===== config.mk =====
export PLATFORM = sky130hd
export DESIGN_NAME = periodic_timer_table_unit_flat
export DESIGN_NICKNAME = d
export VERILOG_FILES = /design/src/design/ptt_pkg.sv /design/src/design/ptt_in_if.sv /design/src/design/ptt_out_if.sv /design/src/design/periodic_timer_table_unit.sv /design/src/design/ptt_ctrl.sv /design/src/design/ptt_dpath.sv /design/src/flat_wrapper.sv
export SDC_FILE = /design/constraint.sdc
export NUM_CORES = 2
export LEC_CHECK = 0
export ABC_AREA = 1
export BUFFER_PORTS_ARGS = -buffer_cell sky130_fd_sc_hd__buf_2
export CAP_MARGIN = 20
export CORE_ASPECT_RATIO = 2
export CORE_MARGIN = 3
export CORE_UTILIZATION = 35
export DETAILED_ROUTE_END_ITERATION = 10
export GPL_TIMING_DRIVEN = 0
export PLACE_DENSITY = 0.53
export REMOVE_ABC_BUFFERS = 1
export SYNTH_ARGS = -nofsm -noshare
export SYNTH_HDL_FRONTEND = slang
export SYNTH_HIERARCHICAL = 1
export SYNTH_SLANG_ARGS = --single-unit

===== constraint.sdc =====
create_clock -name i_clk -period 5.36 [get_ports i_clk]
set_input_delay 0.268 -clock i_clk [delete_from_list [all_inputs] [get_ports i_clk]]
set_output_delay 0.268 -clock i_clk [all_outputs]
set_load 0.005 [all_outputs]

===== src/design/ptt_pkg.sv =====
// ----------------------------------------------------------------------------
// ptt_pkg
// shared types, constants and helpers of the periodic timer table
// ----------------------------------------------------------------------------
package ptt_pkg;

    localparam int SLOTS_DEF       = 16;
    localparam int PERIOD_BITS_DEF = 24;

    localparam int KIND_W   = 2;
    localparam int PERIOD_W = 24;
    localparam int HANDLE_W = 4;
    localparam int STATUS_W = 2;
    localparam int TIME_W   = 32;

    localparam logic [TIME_W-1:0] NEVER_EXPIRES = 32'h7FFF_FFFF;

    typedef enum logic [KIND_W-1:0] {
        KIND_TICK   = 2'd0,
        KIND_INSERT = 2'd1,
        KIND_REMOVE = 2'd2,
        KIND_POLL   = 2'd3
    } t_kind;

    typedef enum logic [STATUS_W-1:0] {
        ST_OK        = 2'd0,
        ST_FULL      = 2'd1,
        ST_NOT_FOUND = 2'd2,
        ST_NOTHING   = 2'd3
    } t_status;

    typedef struct packed {
        logic load;
        logic tick;
        logic reject;
        logic free_step;
        logic ins_write;
        logic scan_run;
        logic scan_finish;
        logic publish;
    } t_cmd;

    typedef struct packed {
        t_kind kind;
        logic  full;
        logic  handle_bad;
        logic  free_hit;
        logic  scan_done;
        logic  out_free;
    } t_stat;

    // wrap-aware order of two expiries
    function automatic logic is_earlier(logic [TIME_W-1:0] a, logic [TIME_W-1:0] b);
        logic [TIME_W-1:0] d;
        d = a - b;
        return d[TIME_W-1];
    endfunction

endpackage


===== src/design/ptt_in_if.sv =====
// ----------------------------------------------------------------------------
// ptt_in_if
// input channel of the timer table: one command per transfer
// ----------------------------------------------------------------------------
interface ptt_in_if;

    logic                                 valid;
    logic                                 ready;
    ptt_pkg::t_kind                       kind;
    logic [ptt_pkg::PERIOD_W-1:0]         period;
    logic [ptt_pkg::HANDLE_W-1:0]         handle;

    modport source (output valid, kind, period, handle, input ready);
    modport sink   (input valid, kind, period, handle, output ready);

endinterface


===== src/design/ptt_out_if.sv =====
// ----------------------------------------------------------------------------
// ptt_out_if
// result channel of the timer table: one result per transfer
// ----------------------------------------------------------------------------
interface ptt_out_if;

    logic                                 valid;
    logic                                 ready;
    ptt_pkg::t_status                     status;
    logic [ptt_pkg::HANDLE_W-1:0]         timer_handle;
    logic signed [ptt_pkg::TIME_W-1:0]    time_to_earliest;
    logic                                 table_empty;

    modport source (output valid, status, timer_handle, time_to_earliest, table_empty,
                    input ready);
    modport sink   (input valid, status, timer_handle, time_to_earliest, table_empty,
                    output ready);

endinterface


===== src/design/periodic_timer_table_unit.sv =====
// operation: tick steps the clock; insert searches for a free slot, one slot a cycle;
//   remove and poll scan the order list, one entry a cycle, through a 3-stage pipe;
//   a rejected insert or remove goes to its result without a search or scan
// throughput: one item at a time; the next item is taken once the result is registered,
//   even while that result still waits for its transfer
// reset: synchronous active-low, clears clock, count, earliest and active bits; no clearing pass
// ----------------------------------------------------------------------------
// periodic_timer_table_unit
// table of periodic timers with tick, insert, remove and poll commands
// ----------------------------------------------------------------------------
module periodic_timer_table_unit #(
    parameter int SLOTS       = ptt_pkg::SLOTS_DEF,
    parameter int PERIOD_BITS = ptt_pkg::PERIOD_BITS_DEF
) (
    input  logic      i_clk,
    input  logic      i_rst_n,
    ptt_in_if.sink    i_in,
    ptt_out_if.source o_out
);

    ptt_pkg::t_cmd  w_cmd;
    ptt_pkg::t_stat w_stat;

    ptt_ctrl u_ctrl (
        .i_clk      (i_clk),
        .i_rst_n    (i_rst_n),
        .i_in_valid (i_in.valid),
        .o_in_ready (i_in.ready),
        .i_stat     (w_stat),
        .o_cmd      (w_cmd)
    );

    ptt_dpath #(
        .SLOTS       (SLOTS),
        .PERIOD_BITS (PERIOD_BITS)
    ) u_dpath (
        .i_clk              (i_clk),
        .i_rst_n            (i_rst_n),
        .i_cmd              (w_cmd),
        .o_stat             (w_stat),
        .i_kind             (i_in.kind),
        .i_period           (i_in.period),
        .i_handle           (i_in.handle),
        .i_out_ready        (o_out.ready),
        .o_out_valid        (o_out.valid),
        .o_status           (o_out.status),
        .o_timer_handle     (o_out.timer_handle),
        .o_time_to_earliest (o_out.time_to_earliest),
        .o_table_empty      (o_out.table_empty)
    );

endmodule


===== src/design/ptt_ctrl.sv =====
// ----------------------------------------------------------------------------
// ptt_ctrl
// command sequencer: dispatches each item and steps the datapath scans
// ----------------------------------------------------------------------------
module ptt_ctrl (
    input  logic           i_clk,
    input  logic           i_rst_n,
    input  logic           i_in_valid,
    output logic           o_in_ready,
    input  ptt_pkg::t_stat i_stat,
    output ptt_pkg::t_cmd  o_cmd
);

    typedef enum logic [4:0] {
        S_IDLE     = 5'b00001,
        S_DISPATCH = 5'b00010,
        S_FREE     = 5'b00100,
        S_SCAN     = 5'b01000,
        S_DONE     = 5'b10000
    } t_state;

    t_state r_state;
    t_state n_state;

    always_ff @(posedge i_clk) begin
        if (!i_rst_n) begin
            r_state <= S_IDLE;
        end else begin
            r_state <= n_state;
        end
    end

    assign o_in_ready = (r_state == S_IDLE);

    always_comb begin
        n_state = r_state;
        o_cmd   = '0;
        unique case (r_state)
            S_IDLE: begin
                if (i_in_valid) begin
                    o_cmd.load = 1'b1;
                    n_state    = S_DISPATCH;
                end
            end
            S_DISPATCH: begin
                unique case (i_stat.kind)
                    ptt_pkg::KIND_TICK: begin
                        o_cmd.tick = 1'b1;
                        n_state    = S_DONE;
                    end
                    ptt_pkg::KIND_INSERT: begin
                        if (i_stat.full) begin
                            o_cmd.reject = 1'b1;
                            n_state      = S_DONE;
                        end else begin
                            n_state = S_FREE;
                        end
                    end
                    ptt_pkg::KIND_REMOVE: begin
                        if (i_stat.handle_bad) begin
                            o_cmd.reject = 1'b1;
                            n_state      = S_DONE;
                        end else begin
                            n_state = S_SCAN;
                        end
                    end
                    ptt_pkg::KIND_POLL: begin
                        n_state = S_SCAN;
                    end
                    default: begin
                        n_state = S_DONE;
                    end
                endcase
            end
            S_FREE: begin
                if (i_stat.free_hit) begin
                    o_cmd.ins_write = 1'b1;
                    n_state         = S_DONE;
                end else begin
                    o_cmd.free_step = 1'b1;
                end
            end
            S_SCAN: begin
                if (i_stat.scan_done) begin
                    o_cmd.scan_finish = 1'b1;
                    n_state           = S_DONE;
                end else begin
                    o_cmd.scan_run = 1'b1;
                end
            end
            S_DONE: begin
                if (i_stat.out_free) begin
                    o_cmd.publish = 1'b1;
                    n_state       = S_IDLE;
                end
            end
            default: begin
                n_state = S_IDLE;
            end
        endcase
    end

endmodule


===== src/design/ptt_dpath.sv =====
// ----------------------------------------------------------------------------
// ptt_dpath
// timer state, slot memories, scan pipeline and result register
// ----------------------------------------------------------------------------
module ptt_dpath #(
    parameter int SLOTS       = ptt_pkg::SLOTS_DEF,
    parameter int PERIOD_BITS = ptt_pkg::PERIOD_BITS_DEF
) (
    input  logic                                 i_clk,
    input  logic                                 i_rst_n,
    input  ptt_pkg::t_cmd                        i_cmd,
    output ptt_pkg::t_stat                       o_stat,
    input  ptt_pkg::t_kind                       i_kind,
    input  logic [ptt_pkg::PERIOD_W-1:0]         i_period,
    input  logic [ptt_pkg::HANDLE_W-1:0]         i_handle,
    input  logic                                 i_out_ready,
    output logic                                 o_out_valid,
    output ptt_pkg::t_status                     o_status,
    output logic [ptt_pkg::HANDLE_W-1:0]         o_timer_handle,
    output logic signed [ptt_pkg::TIME_W-1:0]    o_time_to_earliest,
    output logic                                 o_table_empty
);

    localparam int SW = (SLOTS > 1) ? $clog2(SLOTS) : 1;
    localparam int CW = $clog2(SLOTS + 1);
    localparam int TW = ptt_pkg::TIME_W;

    // slot memories
    logic [PERIOD_BITS-1:0] m_period [SLOTS];
    logic [TW-1:0]          m_expiry [SLOTS];
    logic [SW-1:0]          m_order  [SLOTS];

    // timer state
    logic [TW-1:0]          r_now;
    logic [CW-1:0]          r_count;
    logic [TW-1:0]          r_earliest;
    logic [SLOTS-1:0]       r_active;

    // current item
    ptt_pkg::t_kind         r_kind;
    logic [PERIOD_BITS-1:0] r_period;
    logic [ptt_pkg::HANDLE_W-1:0] r_handle;
    ptt_pkg::t_status       r_status;
    logic [ptt_pkg::HANDLE_W-1:0] r_th;

    // scan pipeline
    logic [CW-1:0]          r_idx;
    logic [CW-1:0]          r_j;
    logic                   r_first;
    logic                   r_found;
    logic [TW-1:0]          r_best;
    logic                   r_s1_vld;
    logic [SW-1:0]          r_ord_rd;
    logic                   r_s2_vld;
    logic                   r_s2_skip;
    logic [SW-1:0]          r_s2_slot;
    logic [TW-1:0]          r_exp_rd;
    logic [PERIOD_BITS-1:0] r_per_rd;
    logic                   r_s3_vld;
    logic [TW-1:0]          r_s3_e;

    // result register
    logic                   r_out_vld;
    ptt_pkg::t_status       r_out_status;
    logic [ptt_pkg::HANDLE_W-1:0] r_out_th;
    logic [TW-1:0]          r_out_tte;
    logic                   r_out_empty;

    logic [SW-1:0]          w_hslot;
    logic [SW-1:0]          w_free_slot;
    logic                   w_is_remove;
    logic                   w_is_poll;
    logic                   w_issue;
    logic                   w_keep;
    logic [TW-1:0]          w_ins_exp;
    logic [TW-1:0]          w_diff;
    logic [TW-1:0]          w_reload;
    logic                   w_expired;
    logic                   w_s2_hit;
    logic                   w_exp_we;
    logic [SW-1:0]          w_exp_wa;
    logic [TW-1:0]          w_exp_wd;
    logic                   w_ord_we;
    logic [SW-1:0]          w_ord_wa;
    logic [SW-1:0]          w_ord_wd;

    assign w_hslot     = SW'(r_handle);
    assign w_free_slot = r_idx[SW-1:0];
    assign w_is_remove = (r_kind == ptt_pkg::KIND_REMOVE);
    assign w_is_poll   = (r_kind == ptt_pkg::KIND_POLL);
    assign w_issue     = i_cmd.scan_run && (r_idx < r_count);
    assign w_keep      = r_s1_vld && !(w_is_remove && (r_ord_rd == w_hslot));
    assign w_ins_exp   = r_now + TW'(r_period);
    assign w_diff      = r_exp_rd - r_now;
    assign w_reload    = r_now + TW'(r_per_rd);
    assign w_expired   = w_is_poll && !r_found && ((w_diff == '0) || w_diff[TW-1]);
    assign w_s2_hit    = i_cmd.scan_run && r_s2_vld && !r_s2_skip && w_expired;

    assign o_stat.kind       = r_kind;
    assign o_stat.full       = (r_count >= CW'(SLOTS));
    assign o_stat.handle_bad = (32'(r_handle) >= 32'(SLOTS)) || !r_active[w_hslot];
    assign o_stat.free_hit   = !r_active[w_free_slot];
    assign o_stat.scan_done  = (r_idx >= r_count) && !r_s1_vld && !r_s2_vld && !r_s3_vld;
    assign o_stat.out_free   = !r_out_vld || i_out_ready;

    // write port selection
    always_comb begin
        w_exp_we = 1'b0;
        w_exp_wa = w_free_slot;
        w_exp_wd = w_ins_exp;
        w_ord_we = 1'b0;
        w_ord_wa = r_count[SW-1:0];
        w_ord_wd = w_free_slot;
        if (i_cmd.ins_write) begin
            w_exp_we = 1'b1;
            w_ord_we = 1'b1;
        end else begin
            if (w_s2_hit) begin
                w_exp_we = 1'b1;
                w_exp_wa = r_s2_slot;
                w_exp_wd = w_reload;
            end
            if (i_cmd.scan_run && w_is_remove && w_keep) begin
                w_ord_we = 1'b1;
                w_ord_wa = r_j[SW-1:0];
                w_ord_wd = r_ord_rd;
            end
        end
    end

    always_ff @(posedge i_clk) begin
        if (i_cmd.ins_write) begin
            m_period[w_free_slot] <= r_period;
        end
        if (w_exp_we) begin
            m_expiry[w_exp_wa] <= w_exp_wd;
        end
        if (w_ord_we) begin
            m_order[w_ord_wa] <= w_ord_wd;
        end
        r_ord_rd <= m_order[r_idx[SW-1:0]];
        r_exp_rd <= m_expiry[r_ord_rd];
        r_per_rd <= m_period[r_ord_rd];
    end

    // item registers and scan payload
    always_ff @(posedge i_clk) begin
        if (i_cmd.load) begin
            r_kind   <= i_kind;
            r_period <= PERIOD_BITS'(i_period);
            r_handle <= i_handle;
            r_status <= ptt_pkg::ST_OK;
            r_th     <= '0;
            r_idx    <= '0;
            r_j      <= '0;
        end else begin
            if (i_cmd.reject) begin
                r_status <= w_is_remove ? ptt_pkg::ST_NOT_FOUND : ptt_pkg::ST_FULL;
            end
            if (i_cmd.free_step || w_issue) begin
                r_idx <= r_idx + CW'(1);
            end
            if (i_cmd.ins_write) begin
                r_th <= ptt_pkg::HANDLE_W'(w_free_slot);
            end
            if (i_cmd.scan_run && w_is_remove && w_keep) begin
                r_j <= r_j + CW'(1);
            end
            if (w_s2_hit) begin
                r_th <= ptt_pkg::HANDLE_W'(r_s2_slot);
            end
            if (i_cmd.scan_finish && w_is_poll && !r_found) begin
                r_status <= ptt_pkg::ST_NOTHING;
            end
        end
        r_s2_slot <= r_ord_rd;
        r_s2_skip <= w_is_remove && (r_ord_rd == w_hslot);
        r_s3_e    <= w_expired ? w_reload : r_exp_rd;
    end

    // scan control and minimum tracking
    always_ff @(posedge i_clk) begin
        if (!i_rst_n) begin
            r_s1_vld <= 1'b0;
            r_s2_vld <= 1'b0;
            r_s3_vld <= 1'b0;
            r_first  <= 1'b1;
            r_found  <= 1'b0;
        end else if (i_cmd.load) begin
            r_s1_vld <= 1'b0;
            r_s2_vld <= 1'b0;
            r_s3_vld <= 1'b0;
            r_first  <= 1'b1;
            r_found  <= 1'b0;
        end else if (i_cmd.scan_run) begin
            r_s1_vld <= w_issue;
            r_s2_vld <= r_s1_vld;
            r_s3_vld <= r_s2_vld && !r_s2_skip;
            if (w_s2_hit) begin
                r_found <= 1'b1;
            end
            if (r_s3_vld) begin
                r_first <= 1'b0;
            end
        end
    end

    always_ff @(posedge i_clk) begin
        if (i_cmd.scan_run && r_s3_vld) begin
            if (r_first || ptt_pkg::is_earlier(r_s3_e, r_best)) begin
                r_best <= r_s3_e;
            end
        end
    end

    // timer state
    always_ff @(posedge i_clk) begin
        if (!i_rst_n) begin
            r_now      <= '0;
            r_count    <= '0;
            r_earliest <= '0;
            r_active   <= '0;
        end else begin
            if (i_cmd.tick) begin
                r_now <= r_now + TW'(1);
            end
            if (i_cmd.ins_write) begin
                r_active[w_free_slot] <= 1'b1;
                r_count               <= r_count + CW'(1);
                if ((r_count == '0) || ptt_pkg::is_earlier(w_ins_exp, r_earliest)) begin
                    r_earliest <= w_ins_exp;
                end
            end
            if (i_cmd.scan_finish) begin
                if (w_is_remove) begin
                    r_active[w_hslot] <= 1'b0;
                    r_count           <= r_j;
                    r_earliest        <= r_first ? '0 : r_best;
                end else if (r_found) begin
                    r_earliest <= r_best;
                end
            end
        end
    end

    // result register
    always_ff @(posedge i_clk) begin
        if (!i_rst_n) begin
            r_out_vld <= 1'b0;
        end else if (i_cmd.publish) begin
            r_out_vld <= 1'b1;
        end else if (i_out_ready) begin
            r_out_vld <= 1'b0;
        end
    end

    always_ff @(posedge i_clk) begin
        if (i_cmd.publish) begin
            r_out_status <= r_status;
            r_out_th     <= r_th;
            r_out_empty  <= (r_count == '0);
            r_out_tte    <= (r_count == '0) ? ptt_pkg::NEVER_EXPIRES : (r_earliest - r_now);
        end
    end

    assign o_out_valid        = r_out_vld;
    assign o_status           = r_out_status;
    assign o_timer_handle     = r_out_th;
    assign o_time_to_earliest = r_out_tte;
    assign o_table_empty      = r_out_empty;

endmodule


===== src/flat_wrapper.sv =====
// flat-port wrapper written by rule: the top's interface ports become plain ports
module periodic_timer_table_unit_flat 
#(
    parameter int SLOTS       = ptt_pkg::SLOTS_DEF,
    parameter int PERIOD_BITS = ptt_pkg::PERIOD_BITS_DEF
)
  (i_clk, i_rst_n, i_in_valid, i_in_kind, i_in_period, i_in_handle, i_in_ready, o_out_valid, o_out_status, o_out_timer_handle, o_out_time_to_earliest, o_out_table_empty, o_out_ready);
  ptt_in_if i_in_i ();
  ptt_out_if o_out_i ();
  input  logic i_clk;
  input  logic i_rst_n;
  input wire logic [$bits(i_in_i.valid)-1:0] i_in_valid;
  input wire logic [$bits(i_in_i.kind)-1:0] i_in_kind;
  input wire logic [$bits(i_in_i.period)-1:0] i_in_period;
  input wire logic [$bits(i_in_i.handle)-1:0] i_in_handle;
  output wire logic [$bits(i_in_i.ready)-1:0] i_in_ready;
  output wire logic [$bits(o_out_i.valid)-1:0] o_out_valid;
  output wire logic [$bits(o_out_i.status)-1:0] o_out_status;
  output wire logic [$bits(o_out_i.timer_handle)-1:0] o_out_timer_handle;
  output wire logic [$bits(o_out_i.time_to_earliest)-1:0] o_out_time_to_earliest;
  output wire logic [$bits(o_out_i.table_empty)-1:0] o_out_table_empty;
  input wire logic [$bits(o_out_i.ready)-1:0] o_out_ready;
  assign i_in_i.valid = i_in_valid;
  assign i_in_i.kind = i_in_kind;
  assign i_in_i.period = i_in_period;
  assign i_in_i.handle = i_in_handle;
  assign i_in_ready = i_in_i.ready;
  assign o_out_valid = o_out_i.valid;
  assign o_out_status = o_out_i.status;
  assign o_out_timer_handle = o_out_i.timer_handle;
  assign o_out_time_to_earliest = o_out_i.time_to_earliest;
  assign o_out_table_empty = o_out_i.table_empty;
  assign o_out_i.ready = o_out_ready;
  periodic_timer_table_unit #(.SLOTS(SLOTS), .PERIOD_BITS(PERIOD_BITS)) u_core (.i_clk(i_clk), .i_rst_n(i_rst_n), .i_in(i_in_i), .o_out(o_out_i));
endmodule

==> out/metrics.yaml <==
drt_iter0_markers: 2576
critPathCaptureType: "flop"
cts_tree: "yes"
place_ws_ns: -1.18
crit_type: "flop to flop"
synth_xor_area_share_pct: 1.24
clock_latency_ns: 0.72
nets: 5957
synth_top_family_by_area: "compound AO/OA/AOI/OAI gates"
utilization_pct: 41.1
synth_cell_type_count: 62
syn_area_um2: 59100
finalSetupViolations: 0
ir_drop_uv: 254
slowest_stage: "dfxtp_1"
fin_crit_ns: 5.16
core_area_um2: 167000
viasPerCell: 5.18
worstPathCellList: "inv_1 > ha_1 > nand2_1 > nand2_1 > inv_1 > nand2_1 > inv_1 > nand2_1 > inv_2 > nand2_1 > nand2_1 > nand3_1 > nand2_1 > nor2_1 > nand2_1 > nor2_4 > nand3_4 > nand2_4 > nand4_4 > o21ai_2 > nand2_1 > nor2_4 > buf_12 > buf_16"
async_flop_share_pct: 0
dp.final_hpwl_mm: 130
finalWirelength_mm: 189
status: "finished clean"
ys.flop_type: "edfxtp_1"
cts.path.max_buffers: 3
skew_ns: 0.0336
grt_pass1_wl_mm: 272
std_cell_rows: 212
fin_crit_sh_pct: 96.3
timing.fmax_ghz: 0.194
cp_slowest_stage_delay_ns: 0.48
p_leak_nw: 27.3
synth-simple-area-share_pct: 10.9
cts_sinks: 1270
post-route-drc-count: 0
hp-class: "input pin to flop"
synth-compound-area-share_pct: 12.9
hold_violations: 0
fin_area_um2: 68700
die_width_um: 297
num_vias: 41800
yosysSeqAreaShare_pct: 60.9
muxShareOfSynthArea_pct: 3.79
numPortBuffers: 74
grt_max_degree: 90
tightest_slew_ns: 1.13
power_density_nw_per_um2: 293
io_pins: 75
post_dp_cell_area_um2: 63400
avgSynthCellArea_um2: 10.6
die_area_um2: 174000
gp_congestion: 0.986
worstPathRequired_ns: 5.77
grt_pass1_vias: 42000
initial_utilization_pct: 35.3
synth_edf_count: 1061
antenna_found_initial: 3
clk_pin_slew_ns: 0.07
cp_max_fo: 17
synth_top_area_share_pct: 53.9
drtAntennaViolNets: 0
syn_to_final_growth_pct: 16.2
cap_violations: 0
critPathLaunchType: "flop"
grt_use_total_pct: 21.4
overflow: 0
drive_above_1_share_pct: 10.7
drv_slew: 0
dieHeight_um: 587
synthTopCellsByArea: "edfxtp_1 54%, dfxtp_1 7.1%, nand2_1 5.2%"
crit_top_cell: "nand2_1"
synthAdderAreaFrac_pct: 4.11
critPathArrivalTime_ns: 5.57
wl_per_cell_um: 23.4
yosysTopAreaCell: "edfxtp_1"
yosys_warnings: 6
numCtsBuffers: 108
yosys_register_bits: 1270
total_power_mw: 20.1
cts.htree.levels: 3
syn-instance-count: 5578
slew_headroom_pct: 24.9
clockRootBuffer: "clkbuf_16"
fin_ws_ns: 0.198
first_pass_iters: 5
## synth_stat cells (all sizes together), types with 9 or more instances
cell and n:
nand4 35, a31oi 46, xor2 55, mux2i 224, nand2 843, or2 9, edfxtp 1061, nor3 58
inv 702, nor2 353, o21a 10, nand3 200, a21oi 462, clkbuf 178, o211ai 232, o22ai 24
buf 59, o21ai 526, xnor2 29, ha 188, dfxtp 209
## logic make-up (layout without fill, tap and decap cells)
| logic type | after synthesis | after routing |
|---|---|---|
| flip-flops | 1270 | 1270 |
| buffers and inverters | 942 | 1186 |
| XOR/XNOR | 84 | 84 |
| AO/OA/AOI/OAI | 1347 | 1348 |
| multiplexers | 224 | 224 |
| AND/OR/NAND/NOR | 1519 | 1521 |
| adder cells (fa/ha/maj) | 192 | 192 |
| other | 0 | 2 |
## report_power, final
group / switching (mW) / internal (mW)
clock: 3.76 / 4.72
sequential: 0.0607 / 10.8
combinational: 0.540 / 0.225
## registers in the layout, summed over array words and instances (netlist names), 32 cells and up
| name | flops |
|---|---|
| u_core/u_dpath/r_exp_rd | 32 |
| u_core/u_dpath/r_best | 32 |
| u_core/u_dpath/r_earliest | 32 |
| u_core/u_dpath/o_time_to_earliest | 32 |
| u_core/u_dpath/r_now | 32 |
| u_core/u_dpath/r_s3_e | 32 |
| u_core/u_dpath/m_expiry | 512 |
| u_core/u_dpath/m_period | 384 |
| u_core/u_dpath/m_order | 64 |
## worst max-delay path: cells and delay by family (launching register included)
family                     cells  cell delay (ns)
DFF                            1             0.48
adders and majority gates      1             0.46
AOI/OAI and AO/OA              1             0.32
buffers and inverters          6             0.76
and+or+nand+nor               16             2.74
## per-stage QoR
| stage | hold WS [ns] | setup TNS (ns) | instances |
|---|---|---|---|
| 2_1_floorplan | 0.352 | -4093.08 | 5341 |
| 3_3_place_gp | 0.416 | - | 7662 |
| 3_5_place_dp | 0.422 | -774.56 | 7742 |
| 4_1_cts | 0.0149 | 0 | 8052 |
| 5_1_grt | 0.0713 | -0.000625 | 8073 |
| 6_report | 0.0652 | 0 | 8074 |
## layout by cell type, fill, tap and decap left out, types with 21 or more instances in the layout
master,count
edfxtp_1,1061
nand2_1,820
inv_1,660
o21ai_0,509
a21oi_1,456
nor2_1,290
o211ai_1,232
mux2i_1,224
dfxtp_1,202
ha_1,188
nand3_1,186
clkbuf_16,110
buf_4,75
buf_2,74
buf_12,60
xor2_1,53
nor3_1,50
nor2_4,46
a31oi_1,46
inv_2,37
nand4_1,33
dlygate4sd3_1,32
buf_16,30
xnor2_1,29
o22ai_1,24
clkinv_2,23
nand2_2,21
## final timing paths
check                                   end                       from  cells past startpoint  slack (ns)
max reg2reg  u_core/u_dpath/m_expiry[4][21]   u_core/u_dpath/r_now[14]                     24        0.20
min reg2reg       u_core/u_dpath/r_best[19]  u_core/u_dpath/r_s3_e[19]                      0        0.42
min                u_core/u_dpath/r_now[20]                    i_rst_n                      3        0.07
max          u_core/u_dpath/m_expiry[4][21]   u_core/u_dpath/r_now[14]                     24        0.20
## routing by layer
metal | vias to the layer above | global-route usage [%] | share of wire (%)
li1 | 19900 | - | -
met1 | 20400 | 21.5 | 35
met2 | 1039 | 40.8 | 54
met3 | 491 | 1.97 | 3.3
met4 | 0 | 14.9 | 8.1
met5 | - | 0 | 0
## cell type report
| class | count | area [µm²] |
|---|---|---|
| Multi-Input combinational cell | 3369 | 20000 |
| Antenna cell | 2 | 5.00 |
| Timing Repair Buffer | 277 | 3360 |
| Clock buffer | 138 | 3000 |
| Tap cell | 2247 | 2810 |
| Sequential cell | 1270 | 36100 |
| Fill cell | 15900 | 98700 |
| Inverter | 705 | 2670 |
| Clock inverter | 66 | 823 |
## timing repair
| action | CTS | global route |
|---|---|---|
| setup endpoints to repair | 1039 | 963 |
| cloned | 3 | 0 |
| hold buffers | 32 | 0 |
| pin swaps | 18 | 1 |
| setup buffers | 71 | 19 |
| endpoints found under the hold margin | 33 | 0 |
| gates resized for setup | 26 | 11 |
Note: power is estimated with default switching activity, not from simulation.
